<file path="src/rtl/core/mmfa_pkg.sv">
// shared constants, codes and types of the multi-mode queue arbiter
package mmfa_pkg;

  localparam int NUM_QUEUES    = 8;
  localparam int ARRIVAL_DEPTH = 64;

  localparam int QW = $clog2(NUM_QUEUES);
  localparam int CW = $clog2(ARRIVAL_DEPTH + 1);

  localparam int MASK_W = 8;
  localparam int PQ_W   = 3;
  localparam int GQ_W   = 3;
  localparam int MODE_W = 3;
  localparam int REQ_N  = (NUM_QUEUES < MASK_W) ? NUM_QUEUES : MASK_W;
  localparam int CNT_W  = $clog2(REQ_N + 1);

  localparam int LFSR_W     = 32;
  localparam int TAP_A      = 1;
  localparam int TAP_B      = 6;
  localparam int TAP_C      = 16;
  localparam int RND_W      = 8;
  localparam int RND_STRIDE = 4;
  localparam int RBW        = $clog2(RND_W);

  localparam int S_TDATA_W = 16;
  localparam int M_TDATA_W = 8;
  localparam int APB_DW    = 32;
  localparam int PADDR_W   = 3;

  localparam logic [PADDR_W-1:0] ADDR_MODE = 3'd0;

  localparam logic [MODE_W-1:0] MODE_RANDOM = 3'd0;
  localparam logic [MODE_W-1:0] MODE_LRU    = 3'd1;
  localparam logic [MODE_W-1:0] MODE_ARRIVE = 3'd2;
  localparam logic [MODE_W-1:0] MODE_FIXED  = 3'd3;
  localparam logic [MODE_W-1:0] MODE_RR     = 3'd4;

  localparam logic CMD_PUSH = 1'b0;
  localparam logic CMD_ARB  = 1'b1;

  typedef enum logic [2:0] {
    S_IDLE,
    S_DIV,
    S_DEC,
    S_SWEEP,
    S_OUT
  } state_e;

  // common control of the arrival cell row
  typedef struct packed {
    logic          run;
    logic [QW-1:0] win;
    logic [QW-1:0] wr_data;
  } arr_ctl_t;

endpackage

</file>
<file path="src/rtl/core/mmfa_arr_cell.sv">
// one cell of the arrival order row: holds one queue id, removal token walks the row
module mmfa_arr_cell (
  input  logic                     clk_i,
  input  logic                     rst_ni,
  input  mmfa_pkg::arr_ctl_t       ctl_i,
  input  logic                     wr_sel_i,
  input  logic                     tok_i,
  input  logic                     fnd_i,
  input  logic [mmfa_pkg::QW-1:0]  next_i,
  output logic                     tok_o,
  output logic                     fnd_o,
  output logic [mmfa_pkg::QW-1:0]  entry_o
);

  localparam int QW = mmfa_pkg::QW;

  logic          tok_q;
  logic          fnd_q;
  logic [QW-1:0] entry_q, entry_d;

  assign tok_o   = tok_q & ctl_i.run;
  assign fnd_o   = fnd_q | (entry_q == ctl_i.win);
  assign entry_o = entry_q;

  // once the first match is seen, every cell under the token pulls from its right neighbor
  always_comb begin
    entry_d = entry_q;
    if (wr_sel_i) begin
      entry_d = ctl_i.wr_data;
    end else if (tok_o && fnd_o) begin
      entry_d = next_i;
    end
  end

  always_ff @(posedge clk_i or negedge rst_ni) begin
    if (!rst_ni) begin
      tok_q <= 1'b0;
      fnd_q <= 1'b0;
    end else begin
      tok_q <= tok_i;
      fnd_q <= fnd_i;
    end
  end

  always_ff @(posedge clk_i) begin
    entry_q <= entry_d;
  end

endmodule

</file>
<file path="src/rtl/core/mmfa_lru_cell.sv">
// one cell of the lru order row: holds one queue id, shifts left past the winner
module mmfa_lru_cell (
  input  logic                     clk_i,
  input  logic                     rst_ni,
  input  logic [mmfa_pkg::QW-1:0]  init_i,
  input  logic                     upd_i,
  input  logic [mmfa_pkg::QW-1:0]  win_i,
  input  logic                     fnd_i,
  input  logic [mmfa_pkg::QW-1:0]  next_i,
  output logic                     fnd_o,
  output logic [mmfa_pkg::QW-1:0]  entry_o
);

  localparam int QW = mmfa_pkg::QW;

  logic [QW-1:0] entry_q, entry_d;

  assign fnd_o   = fnd_i | (entry_q == win_i);
  assign entry_o = entry_q;

  always_comb begin
    entry_d = entry_q;
    if (upd_i && fnd_o) begin
      entry_d = next_i;
    end
  end

  always_ff @(posedge clk_i or negedge rst_ni) begin
    if (!rst_ni) begin
      entry_q <= init_i;
    end else begin
      entry_q <= entry_d;
    end
  end

endmodule

</file>
<file path="src/rtl/core/mmfa_rmod.sv">
// serial remainder unit, one dividend bit per cycle
module mmfa_rmod (
  input  logic                         clk_i,
  input  logic                         rst_ni,
  input  logic                         start_i,
  input  logic [mmfa_pkg::RND_W-1:0]   num_i,
  input  logic [mmfa_pkg::CNT_W-1:0]   den_i,
  output logic                         done_o,
  output logic [mmfa_pkg::CNT_W-1:0]   rem_o
);

  localparam int RND_W = mmfa_pkg::RND_W;
  localparam int CNT_W = mmfa_pkg::CNT_W;
  localparam int RBW   = mmfa_pkg::RBW;

  logic             busy_q;
  logic             done_q;
  logic [RBW-1:0]   bit_q;
  logic [RND_W-1:0] num_q;
  logic [CNT_W-1:0] den_q;
  logic [CNT_W-1:0] rem_q, rem_d;
  logic [CNT_W:0]   trial;
  logic             last_bit;

  assign trial    = {rem_q, num_q[RND_W-1]};
  assign last_bit = bit_q == RBW'(RND_W - 1);
  assign done_o   = done_q;
  assign rem_o    = rem_q;

  // remainder stays below the divisor, so the trial fits one extra bit
  always_comb begin
    if (trial >= {1'b0, den_q}) begin
      rem_d = CNT_W'(trial - {1'b0, den_q});
    end else begin
      rem_d = trial[CNT_W-1:0];
    end
  end

  always_ff @(posedge clk_i or negedge rst_ni) begin
    if (!rst_ni) begin
      busy_q <= 1'b0;
      done_q <= 1'b0;
      bit_q  <= '0;
    end else begin
      done_q <= busy_q && last_bit;
      if (start_i) begin
        busy_q <= 1'b1;
        bit_q  <= '0;
      end else if (busy_q) begin
        bit_q <= bit_q + 1'b1;
        if (last_bit) begin
          busy_q <= 1'b0;
        end
      end
    end
  end

  always_ff @(posedge clk_i) begin
    if (start_i) begin
      num_q <= num_i;
      den_q <= den_i;
      rem_q <= '0;
    end else if (busy_q) begin
      num_q <= {num_q[RND_W-2:0], 1'b0};
      rem_q <= rem_d;
    end
  end

endmodule

</file>
<file path="src/rtl/core/multi_mode_fifo_arbiter_core.sv">
// Multi-mode queue arbiter: grants one of the queues by random, lru, arrival order, fixed
// priority or round robin, selected by the mode register (codes five to seven never grant).
// One beat is handled at a time. Every beat passes the decide state, then the output stage,
// and the input is ready again once the output stage has loaded the result beat. In random
// mode, an arbitration beat with a nonzero request count first runs the serial remainder
// unit, which takes one random bit per cycle and then flags the remainder. A grant of a
// queue that has an entry in the arrival list adds a sweep over the stored arrival entries:
// a removal token walks the row of arrival cells and every cell behind the first match
// takes its neighbor's id. A result beat that is not taken holds the next beat in the output
// stage. The arrival list needs no clearing after reset; only its entries below the fill
// count are ever used.
module multi_mode_fifo_arbiter_core (
  input  logic                              clk_i,
  input  logic                              rst_ni,
  input  logic                              s_axis_tvalid,
  output logic                              s_axis_tready,
  input  logic [mmfa_pkg::S_TDATA_W-1:0]    s_axis_tdata,   // push_queue, request_mask
  input  logic                              s_axis_tuser,   // cmd
  output logic                              m_axis_tvalid,
  input  logic                              m_axis_tready,
  output logic [mmfa_pkg::M_TDATA_W-1:0]    m_axis_tdata,   // grant_valid, grant_queue, push_dropped
  input  logic                              psel,
  input  logic                              penable,
  input  logic                              pwrite,
  input  logic [mmfa_pkg::PADDR_W-1:0]      paddr,
  input  logic [mmfa_pkg::APB_DW-1:0]       pwdata,
  output logic [mmfa_pkg::APB_DW-1:0]       prdata,
  output logic                              pready
);

  localparam int NQ     = mmfa_pkg::NUM_QUEUES;
  localparam int DEPTH  = mmfa_pkg::ARRIVAL_DEPTH;
  localparam int QW     = mmfa_pkg::QW;
  localparam int CW     = mmfa_pkg::CW;
  localparam int MASK_W = mmfa_pkg::MASK_W;
  localparam int PQ_W   = mmfa_pkg::PQ_W;
  localparam int GQ_W   = mmfa_pkg::GQ_W;
  localparam int MODE_W = mmfa_pkg::MODE_W;
  localparam int REQ_N  = mmfa_pkg::REQ_N;
  localparam int CNT_W  = mmfa_pkg::CNT_W;
  localparam int LFSR_W = mmfa_pkg::LFSR_W;
  localparam int RND_W  = mmfa_pkg::RND_W;
  localparam int OUT_PAD = mmfa_pkg::M_TDATA_W - GQ_W - 2;

  function automatic logic [CNT_W-1:0] req_count(input logic [MASK_W-1:0] m);
    logic [CNT_W-1:0] c;
    c = '0;
    for (int i = 0; i < REQ_N; i++) begin
      c = c + CNT_W'(m[i]);
    end
    return c;
  endfunction

  mmfa_pkg::state_e state_q, state_d;

  logic [MODE_W-1:0] mode_q;
  logic [LFSR_W-1:0] lfsr_q;
  logic [QW-1:0]     last_q;
  logic [CW-1:0]     arr_cnt_q;
  logic [CW-1:0]     qcnt_q [NQ];
  logic              m_valid_q;

  logic              cmd_q;
  logic [PQ_W-1:0]   pq_q;
  logic [MASK_W-1:0] mask_q;
  logic [QW-1:0]     win_q;
  logic [CW-1:0]     end_q;
  logic [CW-1:0]     idx_q;
  logic              res_v_q, res_d_q;
  logic [GQ_W-1:0]   res_w_q;
  logic              m_v_q, m_d_q;
  logic [GQ_W-1:0]   m_w_q;

  // beat fields
  logic              in_cmd;
  logic [MASK_W-1:0] in_mask;
  logic [CNT_W-1:0]  in_cnt;
  logic              s_accept;

  // control
  logic cfg_wr;
  logic start_div;
  logic in_dec;
  logic apply;
  logic remove;
  logic push_ok;
  logic drop;
  logic ld_out;
  logic sweep_last;

  // decision datapath
  logic [NQ-1:0]    req;
  logic [RND_W-1:0] rnd_bits;
  logic [CNT_W-1:0] rem;
  logic             div_done;
  logic             grant_v;
  logic [QW-1:0]    grant_w;
  logic             rnd_v, lru_v, fix_v, rr_v, arr_v;
  logic [QW-1:0]    rnd_w, lru_w, fix_w, rr_w, arr_w;
  logic [CNT_W-1:0] seen;
  logic [QW:0]      cand;
  logic [QW-1:0]    qsel;
  logic             present;
  logic             pq_ok;
  logic             arr_full;

  // cell rows
  logic [QW-1:0]        arr_e [DEPTH];
  logic [DEPTH-1:0]     arr_tok;
  logic [DEPTH-1:0]     arr_fnd;
  mmfa_pkg::arr_ctl_t   arr_ctl;
  logic [QW-1:0]        lru_e [NQ];
  logic [NQ-1:0]        lru_f;

  assign in_cmd   = s_axis_tuser;
  assign in_mask  = s_axis_tdata[PQ_W +: MASK_W];
  assign in_cnt   = req_count(in_mask);
  assign s_accept = s_axis_tvalid && s_axis_tready;

  assign cfg_wr = psel && penable && pwrite && pready && (paddr == mmfa_pkg::ADDR_MODE);
  assign pready = 1'b1;

  always_comb begin
    prdata = '0;
    if (paddr == mmfa_pkg::ADDR_MODE) begin
      prdata[MODE_W-1:0] = mode_q;
    end
  end

  always_comb begin
    for (int i = 0; i < RND_W; i++) begin
      rnd_bits[i] = lfsr_q[i * mmfa_pkg::RND_STRIDE];
    end
  end

  mmfa_rmod u_rmod (
    .clk_i   (clk_i),
    .rst_ni  (rst_ni),
    .start_i (start_div),
    .num_i   (rnd_bits),
    .den_i   (in_cnt),
    .done_o  (div_done),
    .rem_o   (rem)
  );

  // grant decision for the held beat
  always_comb begin
    req = '0;
    for (int q = 0; q < REQ_N; q++) begin
      req[q] = mask_q[q];
    end

    seen  = '0;
    rnd_v = 1'b0;
    rnd_w = '0;
    for (int q = 0; q < NQ; q++) begin
      if (req[q] && !rnd_v) begin
        if (seen == rem) begin
          rnd_v = 1'b1;
          rnd_w = QW'(q);
        end
        seen = seen + 1'b1;
      end
    end

    lru_v = 1'b0;
    lru_w = '0;
    for (int i = 0; i < NQ; i++) begin
      if (!lru_v && req[lru_e[i]]) begin
        lru_v = 1'b1;
        lru_w = lru_e[i];
      end
    end

    fix_v = 1'b0;
    fix_w = '0;
    for (int q = 0; q < NQ; q++) begin
      if (!fix_v && req[q]) begin
        fix_v = 1'b1;
        fix_w = QW'(q);
      end
    end

    rr_v = 1'b0;
    rr_w = '0;
    cand = '0;
    for (int i = 0; i < NQ; i++) begin
      cand = {1'b0, last_q} + (QW + 1)'(i + 1);
      if (cand >= (QW + 1)'(NQ)) begin
        cand = cand - (QW + 1)'(NQ);
      end
      if (!rr_v && req[cand[QW-1:0]]) begin
        rr_v = 1'b1;
        rr_w = cand[QW-1:0];
      end
    end

    arr_v = arr_cnt_q != '0;
    arr_w = arr_e[0];

    grant_v = 1'b0;
    grant_w = '0;
    case (mode_q)
      mmfa_pkg::MODE_RANDOM: begin
        grant_v = rnd_v;
        grant_w = rnd_w;
      end
      mmfa_pkg::MODE_LRU: begin
        grant_v = lru_v;
        grant_w = lru_w;
      end
      mmfa_pkg::MODE_ARRIVE: begin
        grant_v = arr_v;
        grant_w = arr_w;
      end
      mmfa_pkg::MODE_FIXED: begin
        grant_v = fix_v;
        grant_w = fix_w;
      end
      mmfa_pkg::MODE_RR: begin
        grant_v = rr_v;
        grant_w = rr_w;
      end
      default: begin
        grant_v = 1'b0;
        grant_w = '0;
      end
    endcase
  end

  // per-queue entry counts tell at once whether the winner sits in the arrival list
  assign qsel     = (cmd_q == mmfa_pkg::CMD_ARB) ? grant_w : QW'(pq_q);
  assign present  = qcnt_q[qsel] != '0;
  assign pq_ok    = 32'(pq_q) < NQ;
  assign arr_full = arr_cnt_q == CW'(DEPTH);

  assign sweep_last = idx_q == CW'(end_q - 1'b1);

  // next state
  always_comb begin
    state_d = state_q;
    case (state_q)
      mmfa_pkg::S_IDLE: begin
        if (s_accept) begin
          state_d = start_div ? mmfa_pkg::S_DIV : mmfa_pkg::S_DEC;
        end
      end
      mmfa_pkg::S_DIV: begin
        if (div_done) begin
          state_d = mmfa_pkg::S_DEC;
        end
      end
      mmfa_pkg::S_DEC: begin
        state_d = remove ? mmfa_pkg::S_SWEEP : mmfa_pkg::S_OUT;
      end
      mmfa_pkg::S_SWEEP: begin
        if (sweep_last) begin
          state_d = mmfa_pkg::S_OUT;
        end
      end
      mmfa_pkg::S_OUT: begin
        if (!m_valid_q || m_axis_tready) begin
          state_d = mmfa_pkg::S_IDLE;
        end
      end
      default: begin
        state_d = mmfa_pkg::S_IDLE;
      end
    endcase
  end

  // control outputs
  always_comb begin
    s_axis_tready = state_q == mmfa_pkg::S_IDLE;
    start_div     = s_accept && (in_cmd == mmfa_pkg::CMD_ARB)
                    && (mode_q == mmfa_pkg::MODE_RANDOM) && (in_cnt != '0);
    in_dec        = state_q == mmfa_pkg::S_DEC;
    apply         = in_dec && (cmd_q == mmfa_pkg::CMD_ARB) && grant_v;
    remove        = apply && present;
    push_ok       = in_dec && (cmd_q == mmfa_pkg::CMD_PUSH) && pq_ok && !arr_full;
    drop          = in_dec && (cmd_q == mmfa_pkg::CMD_PUSH) && pq_ok && arr_full;
    ld_out        = (state_q == mmfa_pkg::S_OUT) && (!m_valid_q || m_axis_tready);
  end

  assign arr_ctl.run     = state_q == mmfa_pkg::S_SWEEP;
  assign arr_ctl.win     = win_q;
  assign arr_ctl.wr_data = QW'(pq_q);

  for (genvar k = 0; k < DEPTH; k++) begin : g_arr
    logic          tok_in;
    logic          fnd_in;
    logic [QW-1:0] next_in;

    if (k == 0) begin : g_head
      assign tok_in = remove;
      assign fnd_in = 1'b0;
    end else begin : g_body
      assign tok_in = arr_tok[k-1];
      assign fnd_in = arr_fnd[k-1];
    end

    if (k == DEPTH - 1) begin : g_tail
      assign next_in = arr_e[k];
    end else begin : g_mid
      assign next_in = arr_e[k+1];
    end

    mmfa_arr_cell u_cell (
      .clk_i    (clk_i),
      .rst_ni   (rst_ni),
      .ctl_i    (arr_ctl),
      .wr_sel_i (push_ok && (arr_cnt_q == CW'(k))),
      .tok_i    (tok_in),
      .fnd_i    (fnd_in),
      .next_i   (next_in),
      .tok_o    (arr_tok[k]),
      .fnd_o    (arr_fnd[k]),
      .entry_o  (arr_e[k])
    );
  end

  for (genvar i = 0; i < NQ; i++) begin : g_lru
    logic          fnd_in;
    logic [QW-1:0] next_in;

    if (i == 0) begin : g_head
      assign fnd_in = 1'b0;
    end else begin : g_body
      assign fnd_in = lru_f[i-1];
    end

    // the tail cell receives the winner
    if (i == NQ - 1) begin : g_tail
      assign next_in = grant_w;
    end else begin : g_mid
      assign next_in = lru_e[i+1];
    end

    mmfa_lru_cell u_cell (
      .clk_i   (clk_i),
      .rst_ni  (rst_ni),
      .init_i  (QW'(i)),
      .upd_i   (apply),
      .win_i   (grant_w),
      .fnd_i   (fnd_in),
      .next_i  (next_in),
      .fnd_o   (lru_f[i]),
      .entry_o (lru_e[i])
    );
  end

  always_ff @(posedge clk_i or negedge rst_ni) begin
    if (!rst_ni) begin
      state_q   <= mmfa_pkg::S_IDLE;
      mode_q    <= mmfa_pkg::MODE_RANDOM;
      lfsr_q    <= LFSR_W'(1);
      last_q    <= QW'(NQ - 1);
      arr_cnt_q <= '0;
      qcnt_q    <= '{default: '0};
      idx_q     <= '0;
      m_valid_q <= 1'b0;
    end else begin
      state_q <= state_d;
      if (cfg_wr) begin
        mode_q <= pwdata[MODE_W-1:0];
      end
      if (apply) begin
        lfsr_q <= {lfsr_q[LFSR_W-2:0], lfsr_q[mmfa_pkg::TAP_A] ^ lfsr_q[mmfa_pkg::TAP_B]
                   ^ lfsr_q[mmfa_pkg::TAP_C]};
        last_q <= grant_w;
      end
      if (remove) begin
        qcnt_q[qsel] <= qcnt_q[qsel] - 1'b1;
        arr_cnt_q    <= arr_cnt_q - 1'b1;
      end else if (push_ok) begin
        qcnt_q[qsel] <= qcnt_q[qsel] + 1'b1;
        arr_cnt_q    <= arr_cnt_q + 1'b1;
      end
      if (in_dec) begin
        idx_q <= '0;
      end else if (arr_ctl.run) begin
        idx_q <= idx_q + 1'b1;
      end
      if (ld_out) begin
        m_valid_q <= 1'b1;
      end else if (m_axis_tready) begin
        m_valid_q <= 1'b0;
      end
    end
  end

  always_ff @(posedge clk_i) begin
    if (s_accept) begin
      cmd_q  <= in_cmd;
      pq_q   <= s_axis_tdata[PQ_W-1:0];
      mask_q <= in_mask;
    end
    if (in_dec) begin
      win_q   <= grant_w;
      end_q   <= arr_cnt_q;
      res_v_q <= apply;
      res_w_q <= apply ? GQ_W'(grant_w) : '0;
      res_d_q <= drop;
    end
    if (ld_out) begin
      m_v_q <= res_v_q;
      m_w_q <= res_w_q;
      m_d_q <= res_d_q;
    end
  end

  assign m_axis_tvalid = m_valid_q;
  assign m_axis_tdata  = {{OUT_PAD{1'b0}}, m_d_q, m_w_q, m_v_q};

`ifndef ASSERT_OFF
  a_cnt_bound: assert property (@(posedge clk_i) disable iff (!rst_ni)
    arr_cnt_q <= CW'(DEPTH))
    else $error("arrival count beyond depth");

  a_tok_single: assert property (@(posedge clk_i) disable iff (!rst_ni)
    $onehot0(arr_tok))
    else $error("more than one removal token in the arrival row");

  a_sweep_shrinks: assert property (@(posedge clk_i) disable iff (!rst_ni)
    (state_q == mmfa_pkg::S_DEC && state_d == mmfa_pkg::S_SWEEP)
    |=> (CW'(arr_cnt_q + 1'b1) == $past(arr_cnt_q)))
    else $error("removal sweep without arrival count decrement");

  a_out_excl: assert property (@(posedge clk_i) disable iff (!rst_ni)
    m_axis_tvalid |-> !(m_axis_tdata[0] && m_axis_tdata[GQ_W + 1]))
    else $error("grant and dropped push in one result beat");
`endif

endmodule

</file>
<file path="config.mk">
export PLATFORM = sky130hd
export DESIGN_NAME = multi_mode_fifo_arbiter_core
export DESIGN_NICKNAME = d
export VERILOG_FILES = /design/src/rtl/core/mmfa_pkg.sv /design/src/rtl/core/mmfa_arr_cell.sv /design/src/rtl/core/mmfa_lru_cell.sv /design/src/rtl/core/mmfa_rmod.sv /design/src/rtl/core/multi_mode_fifo_arbiter_core.sv
export SDC_FILE = /design/constraint.sdc
export NUM_CORES = 1
export LEC_CHECK = 0
export BUFFER_PORTS_ARGS = -buffer_cell sky130_fd_sc_hd__buf_2
export CAP_MARGIN = 40
export CORE_UTILIZATION = 55
export DETAILED_ROUTE_END_ITERATION = 8
export PLACE_DENSITY = 0.81
export SYNTH_ARGS = -nofsm -noshare
export SYNTH_HDL_FRONTEND = slang
export SYNTH_SLANG_ARGS = --single-unit
export TNS_END_PERCENT = 30
</file>
<file path="constraint.sdc">
create_clock -name clk_i -period 9.55 [get_ports clk_i]
set_input_delay 0.4775 -clock clk_i [delete_from_list [all_inputs] [get_ports clk_i]]
set_output_delay 0.4775 -clock clk_i [all_outputs]
set_load 0.02 [all_outputs]
</file>
==> impl_results.html <==
<table>
<tr><th>Metric</th><th>Value</th></tr>
<tr><th colspan="2">Outcome</th></tr>
<tr><td>Run status</td><td>complete, but fails checks</td></tr>
<tr><td>Violations in the final reports</td><td>hold timing</td></tr>
<tr><th colspan="2">STA</th></tr>
<tr><td>Final total negative setup slack</td><td>0 ns</td></tr>
<tr><td>Final critical-path required period</td><td>9.00 ns</td></tr>
<tr><td>Fmax achieved</td><td>0.111 GHz</td></tr>
<tr><td>Post-Route Skew</td><td>0.0491 ns</td></tr>
<tr><td>Worst slew margin</td><td>36.3%</td></tr>
<tr><td>Fin crit share</td><td>between 90 and 100%</td></tr>
<tr><td>Worst hold slack</td><td>-0.0175 ns</td></tr>
<tr><td>RSZ-0062 raised after global routing</td><td>no</td></tr>
<tr><td>Count of endpoints failing hold in the final timing report</td><td>6</td></tr>
<tr><td>Slew at the pin closest to its max-slew limit</td><td>~0.96 ns</td></tr>
<tr><td>Number of max-slew violations in the final report</td><td>0</td></tr>
<tr><td>Final setup vio count</td><td>0</td></tr>
<tr><th colspan="2">Cells and area</th></tr>
<tr><td>Antenna Diode Count</td><td>0</td></tr>
<tr><td>Fillers</td><td>3,587</td></tr>
<tr><td>Layout Area Growth over Synthesis</td><td>9.27%</td></tr>
<tr><td>Area taken by multi-input logic gates</td><td>12,800 µm²</td></tr>
<tr><td>Number of nets in the finished design</td><td>between 2,000 and 2,500</td></tr>
<tr><td>Most common cell after layout, fill and taps aside</td><td>sky130_fd_sc_hd__mux2_2</td></tr>
<tr><td>Final std cell area, no fill</td><td>30,000 µm²</td></tr>
<tr><td>Fraction of final layout cells with drive strength greater than 1</td><td>26.0%</td></tr>
<tr><td>Area taken by flip-flops and latches</td><td>13,800 µm²</td></tr>
<tr><td>Final core occ</td><td>61.1%</td></tr>
<tr><td>Commonest non-fill, non-tap cells in the layout</td><td>sky130_fd_sc_hd__mux2_2, sky130_fd_sc_hd__nand2_1, sky130_fd_sc_hd__dfrtp_1, sky130_fd_sc_hd__edfxtp_1, sky130_fd_sc_hd__xnor2_1</td></tr>
<tr><th colspan="2">Placed design</th></tr>
<tr><td>Quantity of I/O buffers inserted on ports</td><td>34</td></tr>
<tr><td>Final HPWL DP</td><td>slightly above 40 mm</td></tr>
<tr><td>Placer's final routability congestion estimate</td><td>0.893</td></tr>
<tr><td>Cell area after placement</td><td>28,400 µm²</td></tr>
<tr><th colspan="2">Synthesis</th></tr>
<tr><td>Sequential share of the synthesized area</td><td>between 50% and 60%</td></tr>
<tr><td>Async set-reset flop share out of synthesis</td><td>52.3%</td></tr>
<tr><td>Predominant post-synthesis flop cell</td><td>sky130_fd_sc_hd__dfrtp_1</td></tr>
<tr><td>Yosys top cell area share</td><td>25.8%</td></tr>
<tr><td>Cell type contributing the most total cell area after synthesis</td><td>sky130_fd_sc_hd__edfxtp_1</td></tr>
<tr><td>Post-synthesis cell area</td><td>27,500 µm²</td></tr>
<tr><td>Number of instances in the synthesized netlist</td><td>2,316</td></tr>
<tr><td>EDFF count, synth</td><td>236</td></tr>
<tr><td>Synthesized area per cell</td><td>11.9 µm²</td></tr>
<tr><td>Synthesized flop and latch total</td><td>503</td></tr>
<tr><td>Distinct cell type count after synthesis</td><td>about 110</td></tr>
<tr><td>Synth Warn #</td><td>0</td></tr>
<tr><td>Largest cells by area after synthesis</td><td>sky130_fd_sc_hd__edfxtp_1, sky130_fd_sc_hd__dfrtp_1, sky130_fd_sc_hd__mux2_2, sky130_fd_sc_hd__xnor2_1, sky130_fd_sc_hd__nand2_1</td></tr>
<tr><th colspan="2">Die</th></tr>
<tr><td>Width of the die</td><td>approximately 230 µm</td></tr>
<tr><td>Placeable core region</td><td>49,200 µm²</td></tr>
<tr><td>Overall die area</td><td>50,900 µm²</td></tr>
<tr><td>Cell Rows</td><td>81</td></tr>
<tr><td>Number of primary I/O pins</td><td>102</td></tr>
<tr><td>Initial core utilization</td><td>55.9%</td></tr>
<tr><td>Die Ht</td><td>226 µm</td></tr>
<tr><th colspan="2">Global route</th></tr>
<tr><td>Busiest layer in global routing</td><td>met2</td></tr>
<tr><td>Global route overflow</td><td>0</td></tr>
<tr><td>Met2 Resource Use GR</td><td>41.8%</td></tr>
<tr><td>Initial antenna violation count</td><td>0</td></tr>
<tr><td>Met1 routing resource usage after global routing</td><td>between 30% and 40%</td></tr>
<tr><td>Maximum number of pins on one net before global-route repair</td><td>about 120</td></tr>
<tr><td>Global-route total usage across every layer</td><td>25.1%</td></tr>
<tr><td>Global-route wire length before repair</td><td>101 mm</td></tr>
<tr><td>Global routing usage on met3</td><td>3.47%</td></tr>
<tr><td>Via count of the first global-routing pass</td><td>between 15,000 and 20,000</td></tr>
<tr><th colspan="2">Clocking</th></tr>
<tr><td>Clock-pin slew on the worst setup and hold paths</td><td>0.06 ns</td></tr>
<tr><td>Clock Tree Buf Depth</td><td>3</td></tr>
<tr><td>Post-CTS setup buffers</td><td>0</td></tr>
<tr><td>Clock sink count</td><td>about 500</td></tr>
<tr><td>CTS Root Buffer Type</td><td>sky130_fd_sc_hd__clkbuf_16</td></tr>
<tr><td>Hold Buf Count CTS</td><td>0</td></tr>
<tr><td>Latest clock arrival within the worst-skew pair</td><td>0.61 ns</td></tr>
<tr><td>H-tree depth</td><td>2</td></tr>
<tr><td>Number of buffers inserted during clock tree synthesis</td><td>51</td></tr>
<tr><td>TritonCTS clock tree</td><td>done</td></tr>
<tr><th colspan="2">Detailed routing</th></tr>
<tr><td>First DRT Iteration DRCs</td><td>1,641</td></tr>
<tr><td>Number of nets with antenna violations after routing</td><td>0</td></tr>
<tr><td>Post-Route WL</td><td>62.6 mm</td></tr>
<tr><td>Via-to-Cell Ratio</td><td>6.10</td></tr>
<tr><td>Detailed-router iteration count before antenna repair</td><td>7</td></tr>
<tr><td>Routed len/inst</td><td>20.7 µm</td></tr>
<tr><td>Via count</td><td>~18,000</td></tr>
<tr><td>Final routed DRC violation total</td><td>0</td></tr>
<tr><th colspan="2">Min path</th></tr>
<tr><td>Hold crit path type</td><td>primary input to async pin</td></tr>
<tr><th colspan="2">Power</th></tr>
<tr><td>Leakage power</td><td>12.1 nW</td></tr>
<tr><td>Total power of the final layout</td><td>8.61 mW</td></tr>
<tr><td>IR Drop Worst-Case VDD</td><td>~0.00020 V</td></tr>
<tr><td>Pwr per Cell Area</td><td>about 290 nW/µm²</td></tr>
<tr><th colspan="2">Critical path</th></tr>
<tr><td>Worst EP required</td><td>10.00 ns</td></tr>
<tr><td>Kind of end point of the critical path</td><td>register</td></tr>
<tr><td>Worst path most repeated cell</td><td>sky130_fd_sc_hd__ha_1</td></tr>
<tr><td>CP max stage delay</td><td>0.77 ns</td></tr>
<tr><td>Type of the setup path with the least slack</td><td>register to register</td></tr>
<tr><td>Critical-path top delay cell</td><td>sky130_fd_sc_hd__o21ai_2</td></tr>
<tr><td>Maximum fanout along the worst path</td><td>14</td></tr>
<tr><td>Signal arrival time at the worst endpoint</td><td>9.45 ns</td></tr>
<tr><td>Crit path launch type</td><td>register</td></tr>
<tr><th colspan="2">Flow run</th></tr>
<tr><td>Number of violations of the max-capacitance limit</td><td>0</td></tr>
</table>
cells in the mapped netlist (37+ instances only):
cell	number
sky130_fd_sc_hd__o21ai_0	43
sky130_fd_sc_hd__mux2_2	291
sky130_fd_sc_hd__and2_1	37
sky130_fd_sc_hd__xnor2_1	226
sky130_fd_sc_hd__buf_4	37
sky130_fd_sc_hd__edfxtp_1	236
sky130_fd_sc_hd__dfrtp_1	247
sky130_fd_sc_hd__clkbuf_1	103
sky130_fd_sc_hd__a31o_2	63
sky130_fd_sc_hd__nor2_1	80
sky130_fd_sc_hd__and3_1	87
sky130_fd_sc_hd__mux2i_1	45
sky130_fd_sc_hd__nand2_1	260
sky130_fd_sc_hd__inv_1	60
final timing paths:
| kind | start | end | slack, ns | depth (start not counted) |
|---|---|---|---|---|
| setup / recovery | u_rmod.rem_o[3] | qcnt_q[18] | 0.55 | 29 |
| hold / removal | rst_ni | mode_q[1] | -0.02 | 1 |
| hold reg to reg | res_v_q | m_v_q | 0.42 | 0 |
| min in group clk_i | s_axis_tdata[0] | pq_q[0] | 0.05 | 1 |
| max in group asynchronous | rst_ni | g_arr[50].u_cell.tok_q | 8.35 | 3 |
| setup reg to reg | u_rmod.rem_o[3] | qcnt_q[18] | 0.55 | 29 |
final cells by class:
class	instances	area share [%]
clock buffers	77	4.88
clock inverters	18	0.679
inverters	62	0.783
multi-input cells	1617	42.7
flip-flops and latches	503	45.9
well taps	664	2.77
repair buffers	88	2.30
kinds of logic (layout without fill, tap and decap cells):
logic type	Yosys count	count (layout)	share of synthesized area (%)
compound gates	285	285	8.00
xor+xnor	254	254	8.15
fa+ha+maj	30	30	1.50
buf+inv	227	245	3.68
flops	503	503	50.1
mux	386	386	17.0
other cells	2	33	0.0273
simple gates	629	629	11.6
stage by stage:
stage               hold WS [ns]  setup WS [ns]  instances
finish                   -0.0175          0.548       3029
global route              0.0223         0.0244       3029
CTS                      0.00871          0.519       3029
detailed placement         0.406          0.599       2934
global placement           0.405          0.779       2927
floorplan                  0.182           1.34       2347
repair_timing:
| item | 4_1_cts | 5_1_grt |
|---|---|---|
| setup endpoints to repair | 0 | 1 |
| hold endpoints to repair | 0 | 0 |
| resized for setup | 0 | 1 |
metal layers:
metal,wire length (µm),up-vias
met3,3750,124
met4,1660,0
met5,0,-
met1,26500,9381
met2,30600,642
li1,-,8324
state kept, by name (all words and copies together) (netlist names), 8 cells and up, named ones only:
register	count
qcnt_q	48
g_arr.u_cell.fnd_q	62
lfsr_q	29
mask_q	8
g_arr.u_cell.tok_q	63
g_lru.u_cell.entry_o	24
u_rmod.num_q	8
g_arr.u_cell.entry_o	192
worst max-delay path: cells and delay by family (launching register included):
family	cells	cell delay, ns
fa+ha+maj	4	1.36
buf+inv	1	0.18
flops	1	0.31
simple gates	11	2.48
xor+xnor	2	0.67
compound gates	8	2.89
mux	3	0.93
power by group:
group          switching, mW  total, mW  internal [mW]
clock network          0.843       1.99           1.15
registers              0.283       2.88           2.59
logic                   2.23       3.75           1.52
total                   3.35       8.61           5.26
No activity file was read; power rests on OpenSTA's default activity.
